$ cat config.mk
export PLATFORM = sky130hd
export DESIGN_NAME = read_error_injector_flat
export DESIGN_NICKNAME = d
export VERILOG_FILES = /design/src/rtl/core/rei_pkg.sv /design/src/rtl/core/rei_req_if.sv /design/src/rtl/core/rei_rsp_if.sv /design/src/rtl/core/read_error_injector.sv /design/src/rtl/core/rei_dp.sv /design/src/rtl/core/rei_ctrl.sv /design/src/flat_wrapper.sv
export SDC_FILE = /design/constraint.sdc
export NUM_CORES = 1
export LEC_CHECK = 0
export BUFFER_PORTS_ARGS = -buffer_cell sky130_fd_sc_hd__buf_2
export CELL_PAD_IN_SITES_DETAIL_PLACEMENT = 1
export CELL_PAD_IN_SITES_GLOBAL_PLACEMENT = 1
export CORE_MARGIN = 2
export CORE_UTILIZATION = 48
export DETAILED_ROUTE_END_ITERATION = 10
export PLACE_DENSITY_LB_ADDON = 0.05
export SLEW_MARGIN = 20
export SYNTH_ARGS = -nofsm -noshare
export SYNTH_HDL_FRONTEND = slang
export SYNTH_SLANG_ARGS = --single-unit
export TNS_END_PERCENT = 20
$ cat constraint.sdc
create_clock -name clk -period 3.85 [get_ports clk]
set_input_delay 0.1925 -clock clk [delete_from_list [all_inputs] [get_ports clk]]
set_output_delay 0.1925 -clock clk [all_outputs]
set_load 0.02 [all_outputs]
$ cat src/rtl/core/rei_pkg.sv
// ----------------------------------------------------------------------------
// rei_pkg: shared types and constants of the read error injector
// Action codes, character codes and the command and status groups that join
// the controller to the datapath.
// ----------------------------------------------------------------------------
`default_nettype none

package rei_pkg;

	typedef enum logic [1:0] {
		ACT_SEED = 2'd0,
		ACT_BASE = 2'd1,
		ACT_POS  = 2'd2,
		ACT_NONE = 2'd3
	} action_t;

	localparam logic [7:0] CHAR_N_UP = 8'h4E;
	localparam logic [7:0] CHAR_N_LO = 8'h6E;
	localparam logic [7:0] CHAR_A    = 8'h41;
	localparam logic [7:0] CHAR_C    = 8'h43;
	localparam logic [7:0] CHAR_G    = 8'h47;
	localparam logic [7:0] CHAR_T    = 8'h54;

	localparam logic [31:0] DIVISOR_RESET = 32'd100;
	localparam logic [31:0] SEED_ONE      = 32'd1;

	localparam int unsigned DIV_STEPS = 32;
	localparam int unsigned CNT_W     = $clog2(DIV_STEPS);

	// How the working result is loaded.
	typedef enum logic [2:0] {
		RES_ZERO    = 3'd0,
		RES_PASS    = 3'd1,
		RES_INVALID = 3'd2,
		RES_POS     = 3'd3,
		RES_SUB     = 3'd4
	} res_sel_t;

	typedef struct packed {
		logic     capture;     // latch the accepted item
		logic     load_seed;   // replace the generator state
		logic     step_prng;   // advance the generator once
		logic     div_load;    // start a division of the new draw
		logic     div_by_len;  // divisor is the reference length
		logic     div_step;    // one restoring division step
		logic     set_res;     // load the working result
		res_sel_t res_sel;
		logic     emit;        // move the working result to the output
	} rei_cmd_t;

	typedef struct packed {
		action_t action;
		logic    is_n;       // captured base is N or n
		logic    len_zero;   // captured reference length is zero
		logic    div_last;   // current division step is the last
		logic    rem_zero;   // division remainder is zero
		logic    pick_ok;    // substitute letter differs from the base
		logic    out_busy;   // output register holds an untaken result
	} rei_status_t;

endpackage

`default_nettype wire

$ cat src/rtl/core/rei_req_if.sv
// ----------------------------------------------------------------------------
// rei_req_if: input item channel
// Valid/ready channel carrying one request item of the error injector.
// ----------------------------------------------------------------------------
`default_nettype none

interface rei_req_if;
	logic        valid;
	logic        ready;
	logic [1:0]  action;
	logic [31:0] seed_value;
	logic [7:0]  base_in;
	logic [31:0] ref_length;

	modport source (output valid, action, seed_value, base_in, ref_length, input ready);
	modport sink   (input valid, action, seed_value, base_in, ref_length, output ready);
endinterface

`default_nettype wire

$ cat src/rtl/core/rei_rsp_if.sv
// ----------------------------------------------------------------------------
// rei_rsp_if: result item channel
// Valid/ready channel carrying one result item of the error injector.
// ----------------------------------------------------------------------------
`default_nettype none

interface rei_rsp_if;
	logic        valid;
	logic        ready;
	logic [7:0]  base_out;
	logic        mutated;
	logic        invalid_base;
	logic [31:0] start_position;

	modport source (output valid, base_out, mutated, invalid_base, start_position,
		input ready);
	modport sink   (input valid, base_out, mutated, invalid_base, start_position,
		output ready);
endinterface

`default_nettype wire

$ cat src/rtl/core/read_error_injector.sv
// ----------------------------------------------------------------------------
// read_error_injector: substitution error model for simulated reads
// Xorshift generator with seed load, position draw and base substitution.
// ----------------------------------------------------------------------------
// Usage:
//   Requests arrive on req (valid/ready); one result leaves on rsp for every
//   request. error_divisor is written through cfg_we/cfg_wdata; the user must
//   write it only while idle, the block itself does not enforce this.
//   Seed load, unused action, N/n base and zero reference length go from
//   decode straight to the finish state; position draw and unmutated base
//   first pass through the 32 steps of the bit-serial restoring divider;
//   a mutated base then takes k >= 1 substitute draws of the picker.
//   One request is in progress at a time and req.ready is high only while
//   idle, so a new request is taken only once the last has left finish.
//   A finished result sits in the output register; the next request is
//   taken while it waits, and that request completes only after rsp has
//   transferred the earlier one. While rsp.ready is low the output holds.
//   Reset sets the generator state to one, error_divisor to 100 and empties
//   the output register.
// ----------------------------------------------------------------------------
`default_nettype none

module read_error_injector
	import rei_pkg::*;
(
	input  wire logic        clk,
	input  wire logic        arst_n,
	rei_req_if.sink          req,
	rei_rsp_if.source        rsp,
	input  wire logic        cfg_we,
	input  wire logic [31:0] cfg_wdata
);

	rei_cmd_t    cmd;
	rei_status_t status;

	rei_ctrl u_ctrl (
		.clk      (clk),
		.arst_n   (arst_n),
		.in_valid (req.valid),
		.in_ready (req.ready),
		.status   (status),
		.cmd      (cmd)
	);

	rei_dp u_dp (
		.clk          (clk),
		.arst_n       (arst_n),
		.cmd          (cmd),
		.status       (status),
		.cfg_we       (cfg_we),
		.cfg_wdata    (cfg_wdata),
		.in_action    (req.action),
		.in_seed      (req.seed_value),
		.in_base      (req.base_in),
		.in_len       (req.ref_length),
		.out_valid    (rsp.valid),
		.out_ready    (rsp.ready),
		.out_base     (rsp.base_out),
		.out_mutated  (rsp.mutated),
		.out_invalid  (rsp.invalid_base),
		.out_position (rsp.start_position)
	);

endmodule

`default_nettype wire

$ cat src/rtl/core/rei_dp.sv
// ----------------------------------------------------------------------------
// rei_dp: error injector datapath
// Generator state, configuration register, item registers, iterative
// restoring divider, substitute picker and output register.
// ----------------------------------------------------------------------------
`default_nettype none

module rei_dp
	import rei_pkg::*;
(
	input  wire logic        clk,
	input  wire logic        arst_n,
	input  wire rei_cmd_t    cmd,
	output rei_status_t      status,
	input  wire logic        cfg_we,
	input  wire logic [31:0] cfg_wdata,
	input  wire logic [1:0]  in_action,
	input  wire logic [31:0] in_seed,
	input  wire logic [7:0]  in_base,
	input  wire logic [31:0] in_len,
	output logic             out_valid,
	input  wire logic        out_ready,
	output logic [7:0]       out_base,
	output logic             out_mutated,
	output logic             out_invalid,
	output logic [31:0]      out_position
);

	logic [31:0] prng_q;
	logic [31:0] err_div_q;
	logic [1:0]  action_q;
	logic [31:0] seed_q;
	logic [7:0]  base_q;
	logic [31:0] len_q;

	logic [31:0]      rem_q;
	logic [31:0]      dvd_q;
	logic [31:0]      dvs_q;
	logic [CNT_W-1:0] cnt_q;

	logic [7:0]  res_base_q;
	logic        res_mut_q;
	logic        res_inv_q;
	logic [31:0] res_pos_q;
	logic        out_valid_q;

	logic [31:0] prng_next;
	logic [31:0] sh1;
	logic [31:0] sh2;
	logic [32:0] trial;
	logic [32:0] diff;
	logic [7:0]  letter;
	logic [31:0] div_sel;

	always_comb begin
		sh1       = prng_q ^ (prng_q << 13);
		sh2       = sh1 ^ (sh1 >> 17);
		prng_next = sh2 ^ (sh2 << 15);
	end

	always_comb begin
		unique case (prng_next[1:0])
			2'd0: letter = CHAR_A;
			2'd1: letter = CHAR_C;
			2'd2: letter = CHAR_G;
			default: letter = CHAR_T;
		endcase
	end

	// A zero divisor behaves as one.
	always_comb begin
		if (cmd.div_by_len) begin
			div_sel = len_q;
		end else if (err_div_q == 32'd0) begin
			div_sel = SEED_ONE;
		end else begin
			div_sel = err_div_q;
		end
	end

	assign trial = {rem_q, dvd_q[31]};
	assign diff  = trial - {1'b0, dvs_q};

	always_ff @(posedge clk or negedge arst_n) begin
		if (!arst_n) begin
			prng_q      <= SEED_ONE;
			err_div_q   <= DIVISOR_RESET;
			out_valid_q <= 1'b0;
			cnt_q       <= '0;
		end else begin
			if (cfg_we) begin
				err_div_q <= cfg_wdata;
			end
			if (cmd.load_seed) begin
				prng_q <= (seed_q == 32'd0) ? SEED_ONE : seed_q;
			end else if (cmd.step_prng) begin
				prng_q <= prng_next;
			end
			if (cmd.div_load) begin
				cnt_q <= '0;
			end else if (cmd.div_step) begin
				cnt_q <= cnt_q + 1'b1;
			end
			if (cmd.emit) begin
				out_valid_q <= 1'b1;
			end else if (out_ready) begin
				out_valid_q <= 1'b0;
			end
		end
	end

	always_ff @(posedge clk) begin
		if (cmd.capture) begin
			action_q <= in_action;
			seed_q   <= in_seed;
			base_q   <= in_base;
			len_q    <= in_len;
		end
		if (cmd.div_load) begin
			rem_q <= '0;
			dvd_q <= prng_next;
			dvs_q <= div_sel;
		end else if (cmd.div_step) begin
			// The partial remainder stays below twice the divisor.
			rem_q <= diff[32] ? trial[31:0] : diff[31:0];
			dvd_q <= {dvd_q[30:0], 1'b0};
		end
		if (cmd.set_res) begin
			unique case (cmd.res_sel)
				RES_PASS: begin
					res_base_q <= base_q;
					res_mut_q  <= 1'b0;
					res_inv_q  <= 1'b0;
					res_pos_q  <= '0;
				end
				RES_INVALID: begin
					res_base_q <= base_q;
					res_mut_q  <= 1'b0;
					res_inv_q  <= 1'b1;
					res_pos_q  <= '0;
				end
				RES_POS: begin
					res_base_q <= '0;
					res_mut_q  <= 1'b0;
					res_inv_q  <= 1'b0;
					res_pos_q  <= rem_q;
				end
				RES_SUB: begin
					res_base_q <= letter;
					res_mut_q  <= 1'b1;
					res_inv_q  <= 1'b0;
					res_pos_q  <= '0;
				end
				default: begin
					res_base_q <= '0;
					res_mut_q  <= 1'b0;
					res_inv_q  <= 1'b0;
					res_pos_q  <= '0;
				end
			endcase
		end
		if (cmd.emit) begin
			out_base     <= res_base_q;
			out_mutated  <= res_mut_q;
			out_invalid  <= res_inv_q;
			out_position <= res_pos_q;
		end
	end

	assign status.action   = action_t'(action_q);
	assign status.is_n     = (base_q == CHAR_N_UP) || (base_q == CHAR_N_LO);
	assign status.len_zero = (len_q == 32'd0);
	assign status.div_last = (cnt_q == CNT_W'(DIV_STEPS - 1));
	assign status.rem_zero = (rem_q == 32'd0);
	assign status.pick_ok  = (letter != base_q);
	assign status.out_busy = out_valid_q & ~out_ready;

	assign out_valid = out_valid_q;

endmodule

`default_nettype wire

$ cat src/rtl/core/rei_ctrl.sv
// ----------------------------------------------------------------------------
// rei_ctrl: error injector controller
// Sequences one item at a time: decode, division, substitute picking and
// hand-off of the result to the output register.
// ----------------------------------------------------------------------------
`default_nettype none

module rei_ctrl
	import rei_pkg::*;
(
	input  wire logic        clk,
	input  wire logic        arst_n,
	input  wire logic        in_valid,
	output logic             in_ready,
	input  wire rei_status_t status,
	output rei_cmd_t         cmd
);

	typedef enum logic [2:0] {
		ST_IDLE,
		ST_DECODE,
		ST_DIV,
		ST_DECIDE,
		ST_PICK,
		ST_FINISH
	} state_t;

	state_t state_q;

	assign in_ready = (state_q == ST_IDLE);

	always_comb begin
		cmd         = '0;
		cmd.res_sel = RES_ZERO;
		unique case (state_q)
			ST_IDLE: begin
				cmd.capture = in_valid;
			end
			ST_DECODE: begin
				unique case (status.action)
					ACT_SEED: begin
						cmd.load_seed = 1'b1;
						cmd.set_res   = 1'b1;
					end
					ACT_BASE: begin
						if (status.is_n) begin
							cmd.set_res = 1'b1;
							cmd.res_sel = RES_INVALID;
						end else begin
							cmd.step_prng = 1'b1;
							cmd.div_load  = 1'b1;
						end
					end
					ACT_POS: begin
						cmd.step_prng  = 1'b1;
						cmd.div_by_len = 1'b1;
						if (status.len_zero) begin
							cmd.set_res = 1'b1;
						end else begin
							cmd.div_load = 1'b1;
						end
					end
					default: begin
						cmd.set_res = 1'b1;
					end
				endcase
			end
			ST_DIV: begin
				cmd.div_step = 1'b1;
			end
			ST_DECIDE: begin
				if (status.action == ACT_POS) begin
					cmd.set_res = 1'b1;
					cmd.res_sel = RES_POS;
				end else if (!status.rem_zero) begin
					cmd.set_res = 1'b1;
					cmd.res_sel = RES_PASS;
				end
			end
			ST_PICK: begin
				cmd.step_prng = 1'b1;
				cmd.set_res   = status.pick_ok;
				cmd.res_sel   = RES_SUB;
			end
			ST_FINISH: begin
				cmd.emit = ~status.out_busy;
			end
			default: begin
			end
		endcase
	end

	always_ff @(posedge clk or negedge arst_n) begin
		if (!arst_n) begin
			state_q <= ST_IDLE;
		end else begin
			unique case (state_q)
				ST_IDLE: begin
					if (in_valid) begin
						state_q <= ST_DECODE;
					end
				end
				ST_DECODE: begin
					if (cmd.div_load) begin
						state_q <= ST_DIV;
					end else begin
						state_q <= ST_FINISH;
					end
				end
				ST_DIV: begin
					if (status.div_last) begin
						state_q <= ST_DECIDE;
					end
				end
				ST_DECIDE: begin
					if (status.action == ACT_BASE && status.rem_zero) begin
						state_q <= ST_PICK;
					end else begin
						state_q <= ST_FINISH;
					end
				end
				ST_PICK: begin
					if (status.pick_ok) begin
						state_q <= ST_FINISH;
					end
				end
				ST_FINISH: begin
					if (!status.out_busy) begin
						state_q <= ST_IDLE;
					end
				end
				default: begin
					state_q <= ST_IDLE;
				end
			endcase
		end
	end

endmodule

`default_nettype wire

$ cat src/flat_wrapper.sv
// flat-port wrapper written by rule: the top's interface ports become plain ports
module read_error_injector_flat import rei_pkg::*;
  (clk, arst_n, cfg_we, cfg_wdata, req_valid, req_action, req_seed_value, req_base_in, req_ref_length, req_ready, rsp_valid, rsp_base_out, rsp_mutated, rsp_invalid_base, rsp_start_position, rsp_ready);
  rei_req_if req_i ();
  rei_rsp_if rsp_i ();
  input  wire logic clk;
  input  wire logic arst_n;
  input  wire logic cfg_we;
  input  wire logic [31:0] cfg_wdata;
  input wire logic [$bits(req_i.valid)-1:0] req_valid;
  input wire logic [$bits(req_i.action)-1:0] req_action;
  input wire logic [$bits(req_i.seed_value)-1:0] req_seed_value;
  input wire logic [$bits(req_i.base_in)-1:0] req_base_in;
  input wire logic [$bits(req_i.ref_length)-1:0] req_ref_length;
  output wire logic [$bits(req_i.ready)-1:0] req_ready;
  output wire logic [$bits(rsp_i.valid)-1:0] rsp_valid;
  output wire logic [$bits(rsp_i.base_out)-1:0] rsp_base_out;
  output wire logic [$bits(rsp_i.mutated)-1:0] rsp_mutated;
  output wire logic [$bits(rsp_i.invalid_base)-1:0] rsp_invalid_base;
  output wire logic [$bits(rsp_i.start_position)-1:0] rsp_start_position;
  input wire logic [$bits(rsp_i.ready)-1:0] rsp_ready;
  assign req_i.valid = req_valid;
  assign req_i.action = req_action;
  assign req_i.seed_value = req_seed_value;
  assign req_i.base_in = req_base_in;
  assign req_i.ref_length = req_ref_length;
  assign req_ready = req_i.ready;
  assign rsp_valid = rsp_i.valid;
  assign rsp_base_out = rsp_i.base_out;
  assign rsp_mutated = rsp_i.mutated;
  assign rsp_invalid_base = rsp_i.invalid_base;
  assign rsp_start_position = rsp_i.start_position;
  assign rsp_i.ready = rsp_ready;
  read_error_injector u_core (.clk(clk), .arst_n(arst_n), .req(req_i), .rsp(rsp_i), .cfg_we(cfg_we), .cfg_wdata(cfg_wdata));
endmodule
==> out/qor.csv, run 1 <==
stage,metric,value,unit
run_status,status,"finished, final reports clean",
timing,final hold viol count,0,
clocking,hold_buf cts,107,
clocking,CTS root buf,clkbuf_16,
synthesis,mapped cell area,15040,sq um
synthesis,Synthesis Warnings,0,
route,Via density,5.568,
clocking,# H-tree levels,2,
route,Routed WL per cell,21.30,um
synthesis,Post-synth EDFFs,222,
worst_setup_path,Worst EP required,4.23,ns
place,post-DP HPWL,26030,um
route,DR iter-0 viols,726,
synthesis,syn avg cell area,12.25,sq um
route,drt first pass iters,5,
synthesis,"Async S/R FF share, synth",22.32,%
floorplanning,Die ar.,32770,sq um
floorplanning,Row Count,64,
worst_setup_path,CP Max Fanout,19,
clocking,post-CTS setup repair buffer count,0,
run,number of max-cap violations,0,
grt,largest net degree at the start of global routing,82,
power,P per Cell Area,741.9,nW/um^2
place,PortBufs,154,
synthesis,Synth Flop Type,edfxtp_1,
worst_setup_path,Worst setup SP type,flop,
timing,Final Skew,0.02422,ns
worst_setup_path,critical path arrival,3.98,ns
grt,gr usage total,25.05,%
timing,endpoints failing setup,0,
place,GP Congestion,0.8264,
floorplanning,Die W,181.0,um
route,via count,10673,
synthesis,register area share after synthesis,60.75,%
clocking,Clock Pin Slew Worst Setup and Hold Paths,0.06,ns
synthesis,synthesized flop and latch total,327,
synthesis,post-synthesis cell count,1228,
floorplanning,CORE AREA,30750,sq um
grt,global-route wire length before repair,64470,um
route,DRT Wirelength,40820,um
final_layout,Syn-to-layout area delta,23.24,%
place,Post-Place Cells,1745,
clocking,Inserted Clock Buffers,36,
worst_setup_path,CP endpoint kind,flop,
timing,Fmax,277.8,MHz
final_layout,fraction of layout cells with a size suffix above 1,21.70,%
route,residual DRC count,0,
timing,Fin Setup TNS,0,ns
floorplanning,Die Ht,181.0,um
timing,Final Max Slew Viols,0,
power,Leak,0.007276,uW
route,post-route ant nets,0,
floorplanning,Starting Density,48.92,%
clocking,"Clk Latency, worst-skew pair",0.52,ns
power,Max VDD drop,0.0004679,V
synthesis,net count after synthesis,1379,
final_layout,ant diodes,0,
timing,post-layout min period,3.599,ns
grt,gr ovfl total,0,
final_layout,fin cells,1917,
clocking,clock net sink count,327,
floorplanning,I/O Pins,155,
clocking,clock buffer depth,3,
grt,vias in the first global route,11277,
final_layout,nets@finish,1646,
clocking,CTS tree,built,
worst_setup_path,Crit Path Category,flop to flop,
clocking,cts repair resizes,0,
timing,worst slew pin tran,0.9071,ns
hold_path,Hold WC Path Type,primary input to flop,
timing,fin crit share,93.49,%
grt,initial antenna violation count,0,
timing,relative max-transition margin,39.52,%
timing,unrepaired setup endpoints after global routing,false,
final_layout,final core utilization,60.29,%
synthesis,Synth cell types,69,
-- final timing paths --
check / from / to / slack, ns / cells after the start
worst max-delay path: u_core.u_dp.dvd_q[31]$_DFFE_PP_ / u_core.u_dp.rem_q[26]$_SDFFE_PN0P_ / 0.25 / 14
worst min-delay path: rsp_ready / u_core.u_dp.out_valid$_DFFE_PN0P_ / 0.07 / 3
worst max register to register: u_core.u_dp.dvd_q[31]$_DFFE_PP_ / u_core.u_dp.rem_q[26]$_SDFFE_PN0P_ / 0.25 / 14
worst min register to register: u_core.u_dp.res_base_q[7]$_DFFE_PP_ / u_core.u_dp.out_base[7]$_DFFE_PP_ / 0.42 / 0
max in group asynchronous: arst_n / u_core.u_dp.err_div_q[6]$_DFFE_PN1P_ / 2.63 / 3
min in group asynchronous: arst_n / u_core.u_dp.out_valid$_DFFE_PN0P_ / 0.30 / 2
-- kinds of logic after synthesis --
family,share of synthesized area [%]
xor gates and xnor gates,5.481
adders and majority gates,3.377
DFF,60.75
AOI/OAI and AO/OA,10.77
buffers and inverters,2.803
and+or+nand+nor,10.36
muxes,6.454
-- Yosys cell counts, types with 13 or more instances --
library cell | n | area (sq um)
nand3_1 | 29 | 145.1
nor2_1 | 56 | 210.2
mux2i_1 | 25 | 250.2
ha_1 | 39 | 488.0
nand4_1 | 13 | 81.33
and2_1 | 40 | 250.2
clkbuf_1 | 43 | 161.4
nand2_1 | 104 | 390.4
dfrtp_1 | 69 | 1727
xor2_1 | 37 | 324.1
mux2_2 | 64 | 720.7
nor4_1 | 34 | 212.7
inv_1 | 48 | 180.2
o21ai_0 | 59 | 295.3
a21o_1 | 13 | 97.59
o21ba_2 | 14 | 140.1
dfxtp_1 | 32 | 640.6
o21ai_1 | 26 | 130.1
edfxtp_1 | 222 | 6666
a21oi_1 | 93 | 465.5
xnor2_1 | 54 | 473.0
-- metal layers --
metal  vias to the layer above  track usage, %  share of wire [%]
met5                         -               0                  0
met4                         0           7.220                2.4
met3                        73           3.749                5.1
met2                       316           39.48                 45
met1                      5279           36.24                 48
li1                       5005               -                  -
-- through the flow --
stage	hold WS [ns]	area [sq um]	total power (uW)	worst slack, ns
after detailed placement	0.3339	16280	10160	0.2632
final	0.06716	18540	13750	0.2505
after CTS	0.04821	18520	13680	0.2434
after floorplan	-0.1031	15040	8731	0.3411
after global routing	0.08472	18540	14520	0.02111
after global placement	0.3261	16280	9975	0.3348
-- report_power, final --
part,total [uW],internal [uW],switching (uW),leakage (uW)
sequential,5660,5050,607,0.00318
clock,3450,2060,1390,0.000573
combinational,4650,1790,2860,0.00352
-- cells in the final DEF (no fill, tap or decap), drive strengths merged, types with 4 or more instances in the layout --
cell,Yosys,layout
a211oi,6,6
a21o,14,14
a21oi,93,93
a31oi,4,4
and2,40,40
and3,6,6
buf,12,177
clkbuf,43,50
clkinv,0,10
dfrtp,69,69
dfstp,4,4
dfxtp,32,32
dlygate4sd3,0,107
edfxtp,222,222
ha,39,39
inv,48,48
mux2,64,64
mux2i,25,25
nand2,105,105
nand2b,9,9
nand3,29,29
nand3b,4,4
nand4,13,13
nor2,56,56
nor2b,6,6
nor3,7,7
nor4,34,34
o211ai,9,9
o21a,7,7
o21ai,85,85
o21ba,14,14
xnor2,55,55
xor2,37,37
-- worst max-delay path, stage by stage (launching register included) --
cell	delay, ns
edfxtp_1	0.35
inv_1	0.08
ha_1	0.17
inv_1	0.06
fa_1	0.48
a211oi_1	0.29
o21a_4	0.22
a2111oi_4	0.10
o311ai_4	0.36
a211oi_2	0.12
nor3_2	0.32
xnor2_4	0.37
buf_4	0.28
mux2i_1	0.20
o21ai_1	0.08
-- sequential cells by signal (all words and copies together) (netlist names), 32 cells and up --
register                  flops
u_core.u_dp.dvd_q            32
u_core.u_dp.dvs_q            32
u_core.u_dp.err_div_q        32
u_core.u_dp.len_q            32
u_core.u_dp.out_position     32
u_core.u_dp.prng_q           32
u_core.u_dp.rem_q            32
u_core.u_dp.res_pos_q        32
u_core.u_dp.seed_q           32
-- cell type report --
type,count,area [sq um]
tap,396,495.5
fill,3150,12210
timing repair buffer,284,2054
inverter,48,180.2
sequential,327,9139
multi-input combinational,798,5502
clock inverter,14,142.6
clock buffer,50,1026
(Power assumes the default switching activity.)
==> inputs of run 2 (changes only) <==
--- a/config.mk
+++ b/config.mk
@@ -6,10 +6,10 @@
 export NUM_CORES = 1
 export LEC_CHECK = 0
 export BUFFER_PORTS_ARGS = -buffer_cell sky130_fd_sc_hd__buf_2
-export CELL_PAD_IN_SITES_DETAIL_PLACEMENT = 1
+export CELL_PAD_IN_SITES_DETAIL_PLACEMENT = 0
 export CELL_PAD_IN_SITES_GLOBAL_PLACEMENT = 1
 export CORE_MARGIN = 2
-export CORE_UTILIZATION = 48
+export CORE_UTILIZATION = 45
 export DETAILED_ROUTE_END_ITERATION = 10
 export PLACE_DENSITY_LB_ADDON = 0.05
 export SLEW_MARGIN = 20
==> out/qor.csv, run 2 (same netlist as run 1, synthesis figures left out) <==
stage,metric,value,unit
run_status,status,"finished, final reports clean",
place,GP Congestion,0.8388,
clocking,Inserted Clock Buffers,35,
timing,Final Skew,0.01361,ns
floorplanning,Row Count,66,
power,combinational share of power,33.4,%
clocking,CTS root buf,clkbuf_16,
route,residual DRC count,0,
clocking,clock buffer depth,3,
timing,final hold viol count,0,
grt,gr usage total,19.59,%
place,PortBufs,154,
final_layout,fraction of layout cells with a size suffix above 1,21.62,%
route,via count,10073,
power,P per Cell Area,723.6,nW/um^2
final_layout,Syn-to-layout area delta,23.35,%
hold_path,Hold WC Path Type,primary input to flop,
route,DR iter-0 viols,798,
timing,Fmax,281.5,MHz
run,number of max-cap violations,0,
power,Max VDD drop,0.0004424,V
timing,worst slew pin tran,1.050,ns
clocking,# H-tree levels,2,
timing,hold_ws,0.03215,ns
timing,Fin Setup TNS,0,ns
timing,fin crit share,92.26,%
grt,initial antenna violation count,0,
floorplanning,CORE AREA,32700,sq um
power,Int Pwr,8832,uW
place,post-DP HPWL,23300,um
route,drt first pass iters,5,
route,post-route ant nets,0,
clocking,post-CTS setup repair buffer count,0,
clocking,clock net sink count,327,
power,clock group share of total power,24.8,%
worst_setup_path,critical-path cell list,inv_1 > ha_1 > inv_1 > fa_1 > a211oi_1 > o21a_4 > a2111oi_4 > o311ai_4 > a211oi_2 > nor3_2 > xnor2_4 > buf_12 > mux2i_1 > o21ai_1,
timing,relative max-transition margin,29.88,%
worst_setup_path,Worst EP required,4.23,ns
timing,endpoints failing setup,0,
worst_setup_path,critical path arrival,3.93,ns
final_layout,nets@finish,1642,
timing,post-layout min period,3.552,ns
worst_setup_path,CP endpoint kind,flop,
route,DRT Wirelength,33850,um
worst_setup_path,Critical-path top delay cell,fa_1,
grt,gr ovfl total,0,
grt,largest net degree at the start of global routing,82,
clocking,CTS tree,built,
power,Leak,0.007246,uW
power,sw power,4596,uW
worst_setup_path,crit-path most repeated cell,inv_1,
floorplanning,I/O Pins,155,
floorplanning,Starting Density,46.00,%
floorplanning,Die W,186.8,um
final_layout,"commonest non-fill, non-tap cell in the layout",edfxtp_1,
power,switch share,34.23,%
route,Via density,5.142,
floorplanning,Die ar.,34910,sq um
timing,unrepaired setup endpoints after global routing,false,
route,Routed WL per cell,17.28,um
worst_setup_path,CP Max Fanout,18,
timing,Final Max Slew Viols,0,
floorplanning,Die Ht,186.8,um
clocking,"Clk Latency, worst-skew pair",0.51,ns
final_layout,most frequent cells in the layout,"edfxtp_1, buf_2, dlygate4sd3_1",
power,Reg power frac,41.7,%
grt,vias in the first global route,9909,
worst_setup_path,crit-path max cell delay,0.47,ns
grt,global-route wire length before repair,55020,um
final_layout,filler instances,2791,
clocking,Clock Pin Slew Worst Setup and Hold Paths,0.06,ns
final_layout,ant diodes,0,
worst_setup_path,Worst setup SP type,flop,
worst_setup_path,Crit Path Category,flop to flop,
[run 2: what timing repair did]
item                      4_1_cts  5_1_grt
gates resized for setup         0        0
hold endpoints to repair      175        0
hold buffers                  107        0
[run 2: worst paths after layout]
kind	startpoint	endpoint	slack [ns]	cells after the start
max in group asynchronous	arst_n	u_core.u_dp.err_div_q[0]$_DFFE_PN0P_	3.03	2
min in group asynchronous	arst_n	u_core.u_dp.prng_q[27]$_DFFE_PN0P_	0.29	2
worst max register to register	u_core.u_dp.dvd_q[31]$_DFFE_PP_	u_core.u_dp.rem_q[9]$_SDFFE_PN0P_	0.30	14
worst max-delay path	u_core.u_dp.dvd_q[31]$_DFFE_PP_	u_core.u_dp.rem_q[9]$_SDFFE_PN0P_	0.30	14
worst min-delay path	rsp_ready	u_core.u_dp.out_valid$_DFFE_PN0P_	0.03	3
worst min register to register	u_core.u_dp.res_base_q[4]$_DFFE_PP_	u_core.u_dp.out_base[4]$_DFFE_PP_	0.42	0
[run 2: layout make-up]
type,count,area [sq um],share of cell area [%]
Clock inverter,16,163.9,0.8833
Sequential cell,327,9139,49.25
Inverter,48,180.2,0.9709
Tap cell,442,553.0,2.980
Clock buffer,47,983.4,5.300
Timing Repair Buffer,281,2036,10.97
Multi-Input combinational cell,798,5502,29.65
[run 2: power groups by stage]
stage	Clock [uW]	Sequential [uW]	Combinational, uW
6_report	3340	5600	4490
5_1_grt	3570	5720	4990
4_1_cts	3410	5600	4490
3_5_place_dp	0	5670	4390
3_3_place_gp	0	5650	4380
2_1_floorplan	0	5570	3160
[run 2: stage by stage]
stage / cells / worst slack, ns / area [sq um] / util [%] / total power (uW)
6_report: 1959 / 0.2980 / 18560 / 56.75 / 13430
5_1_grt: 1959 / 0.003142 / 18560 / 56.75 / 14270
4_1_cts: 1959 / 0.2835 / 18550 / 56.73 / 13500
3_5_place_dp: 1789 / 0.3089 / 16330 / 49.95 / 10060
3_3_place_gp: 1789 / 0.3629 / 16330 / 49.95 / 10030
2_1_floorplan: 1228 / 0.3411 / 15040 / - / 8731
[run 2: worst max-delay path, delay by kind of cell, from the launching register on]
family          cells  cell delay (ns)
compound gates      6             1.16
xor+xnor            1             0.33
fa+ha+maj           2             0.63
buf+inv             3             0.40
flops               1             0.36
mux                 1             0.23
simple gates        1             0.31
[run 2: layer usage]
metal	global-route usage, %	vias to the layer above	wire, um
met5	0	-	0
met4	4.518	0	517
met3	2.908	41	1775
met2	26.17	276	13240
met1	32.81	4764	18320
li1	-	4992	-
==> inputs of run 3 (changes only) <==
--- a/config.mk
+++ b/config.mk
@@ -8,6 +8,7 @@
 export BUFFER_PORTS_ARGS = -buffer_cell sky130_fd_sc_hd__buf_2
 export CELL_PAD_IN_SITES_DETAIL_PLACEMENT = 0
 export CELL_PAD_IN_SITES_GLOBAL_PLACEMENT = 1
+export CORE_ASPECT_RATIO = 1.5
 export CORE_MARGIN = 2
 export CORE_UTILIZATION = 45
 export DETAILED_ROUTE_END_ITERATION = 10
==> out/qor.csv, run 3 (same netlist as run 1, synthesis figures left out) <==
stage,metric,value,unit
run_status,status,"finished, final reports clean",
worst_setup_path,Worst EP required,4.29,ns
final_layout,Syn-to-layout area delta,22.39,%
worst_setup_path,critical path arrival,3.95,ns
worst_setup_path,worst reg-to-reg setup slack,0.34,ns
route,Via density,5.270,
timing,endpoints failing setup,0,
timing,final hold viol count,0,
hold_path,Hold Path End,u_core.u_ctrl.state_q[0]$_DFFE_PN0P_,
worst_setup_path,Crit Path Category,flop to flop,
timing,Final Max Slew Viols,0,
worst_setup_path,launching point of the worst reg2reg path,u_core.u_dp.dvd_q[31]$_DFFE_PP_,
place,post-DP HPWL,25790,um
grt,largest net degree at the start of global routing,82,
final_layout,most frequent cells in the layout,"edfxtp_1, buf_2, dlygate4sd3_1",
route,post-route ant nets,0,
floorplanning,Die W,153.3,um
power,P per Cell Area,716.0,nW/um^2
final_layout,nets@finish,1641,
grt,vias in the first global route,10677,
grt,gr usage total,20.79,%
route,Routed WL per cell,18.80,um
timing,Final Skew,0.01744,ns
timing,post-layout min period,3.511,ns
worst_setup_path,Worst setup SP type,flop,
floorplanning,I/O Pins,155,
worst_setup_path,CP Max Fanout,9,
worst_setup_path,R2R cell count,14,
clocking,"Clk Latency, worst-skew pair",0.59,ns
route,via count,10203,
floorplanning,Starting Density,45.39,%
clocking,Clock Pin Slew Worst Setup and Hold Paths,0.07,ns
timing,Fin Setup TNS,0,ns
place,GP Congestion,0.8478,
worst_setup_path,CP endpoint kind,flop,
grt,gr ovfl total,0,
hold_path,min-delay src,req_valid,
timing,fin crit share,91.20,%
clocking,clock net sink count,327,
power,Leak,0.007190,uW
clocking,CTS root buf,clkbuf_16,
grt,initial antenna violation count,2,
floorplanning,Die ar.,34940,sq um
place,PortBufs,154,
timing,worst slew pin tran,1.038,ns
worst_setup_path,Critical-path top delay cell,fa_1,
timing,Fmax,284.8,MHz
timing,relative max-transition margin,30.79,%
final_layout,fin cells,1936,
worst_setup_path,critical-path cell list,inv_1 > ha_1 > inv_1 > fa_1 > a211oi_1 > o21a_4 > a2111oi_4 > o311ai_4 > a211oi_2 > nor3_2 > xnor2_4 > buf_4 > mux2i_1 > o21ai_1,
clocking,clock buffer depth,3,
hold_path,Hold Path Stages,5,
run,number of max-cap violations,0,
power,Max VDD drop,0.0005638,V
floorplanning,CORE AREA,33140,sq um
route,DRT Wirelength,36400,um
floorplanning,Die Ht,227.9,um
route,DR iter-0 viols,456,
grt,global-route wire length before repair,57210,um
worst_setup_path,FF-to-FF End,u_core.u_dp.rem_q[10]$_SDFFE_PN0P_,
floorplanning,Row Count,82,
power,"Power, Total",13180,uW
final_layout,fraction of layout cells with a size suffix above 1,21.78,%
clocking,CTS tree,built,
place,placed inst area,16280,sq um
clocking,Inserted Clock Buffers,31,
clocking,# H-tree levels,1,
hold_path,Hold WC Path Type,primary input to flop,
final_layout,"commonest non-fill, non-tap cell in the layout",edfxtp_1,
place,Post-Place Cells,1769,
route,drt first pass iters,4,
worst_setup_path,crit-path max cell delay,0.48,ns
final_layout,Final Cell Area,18410,sq um
timing,unrepaired setup endpoints after global routing,false,
route,residual DRC count,0,
worst_setup_path,crit-path most repeated cell,inv_1,
timing,hold_ws,0.1388,ns
==> run 3: cell count changes in the layout (fill, tap and decap cells not counted), moves of 2 or more <==
cell	previous run	this run
buf_4	17	22
clkinvlp_4	2	5
buf_12	3	0
clkbuf_16	37	31
clkbuf_1	8	2
clkinv_2	5	7
==> run 3: power breakdown <==
group | internal [uW] | leakage, uW | switching, uW
logic | 1760 | 0.00351 | 2690
clock network | 1770 | 0.000500 | 1360
registers | 5050 | 0.00318 | 556
==> run 3: worst max-delay path: cells and delay by family (launching register included) <==
| kind | cells | cell delay (ns) |
|---|---|---|
| AO/OA/AOI/OAI | 6 | 1.15 |
| adder cells (fa/ha/maj) | 2 | 0.64 |
| buffers and inverters | 3 | 0.43 |
| flip-flops | 1 | 0.36 |
| AND/OR/NAND/NOR | 1 | 0.32 |
| XOR/XNOR | 1 | 0.25 |
| multiplexers | 1 | 0.21 |
==> run 3: cell type report <==
type	instances	area, sq um
Antenna cell	1	2.502
Clock buffer	34	797.0
Clock inverter	24	242.7
Fill cell	2851	14730
Inverter	48	180.2
Multi-Input combinational cell	798	5502
Sequential cell	327	9139
Tap cell	420	525.5
Timing Repair Buffer	284	2023
==> run 3: worst max-delay path by stage <==
stage	startpoint	endpoint	slack (ns)	cells past startpoint
after floorplan	u_core.u_ctrl.state_q[1]$_DFFE_PN0P_	u_core.u_dp.dvd_q[0]$_SDFFCE_PP0P_	0.34	7
after global placement	u_core.u_dp.dvd_q[31]$_DFFE_PP_	u_core.u_dp.rem_q[5]$_SDFFE_PN0P_	0.38	14
after detailed placement	u_core.u_dp.dvd_q[31]$_DFFE_PP_	u_core.u_dp.rem_q[6]$_SDFFE_PN0P_	0.35	14
after CTS	u_core.u_dp.dvd_q[31]$_DFFE_PP_	u_core.u_dp.rem_q[6]$_SDFFE_PN0P_	0.33	14
after global routing	u_core.u_dp.dvd_q[31]$_DFFE_PP_	u_core.u_dp.rem_q[10]$_SDFFE_PN0P_	0.12	14
final	u_core.u_dp.dvd_q[31]$_DFFE_PP_	u_core.u_dp.rem_q[10]$_SDFFE_PN0P_	0.34	14
==> run 3: per-layer routing <==
layer / vias up / track usage, % / share of wire [%]
li1: 4993 / - / -
met1: 4873 / 23.32 / 38
met2: 243 / 38.57 / 54
met3: 92 / 2.660 / 3.7
met4: 2 / 10.04 / 4.6
met5: - / 0 / 0.019
==> run 3: stage by stage <==
step | setup WS [ns] | utilization [%]
after floorplan | 0.3411 | -
after global placement | 0.3758 | 49.14
after detailed placement | 0.3488 | 49.14
after CTS | 0.3287 | 55.54
after global routing | 0.1225 | 55.56
final | 0.3387 | 55.56
==> run 3: what timing repair did <==
| action | 4_1_cts | 5_1_grt |
|---|---|---|
| setup buffers | 0 | 0 |
| hold endpoints to repair | 177 | 0 |
| hold buffers | 108 | 0 |
| gates resized for setup | 0 | 0 |
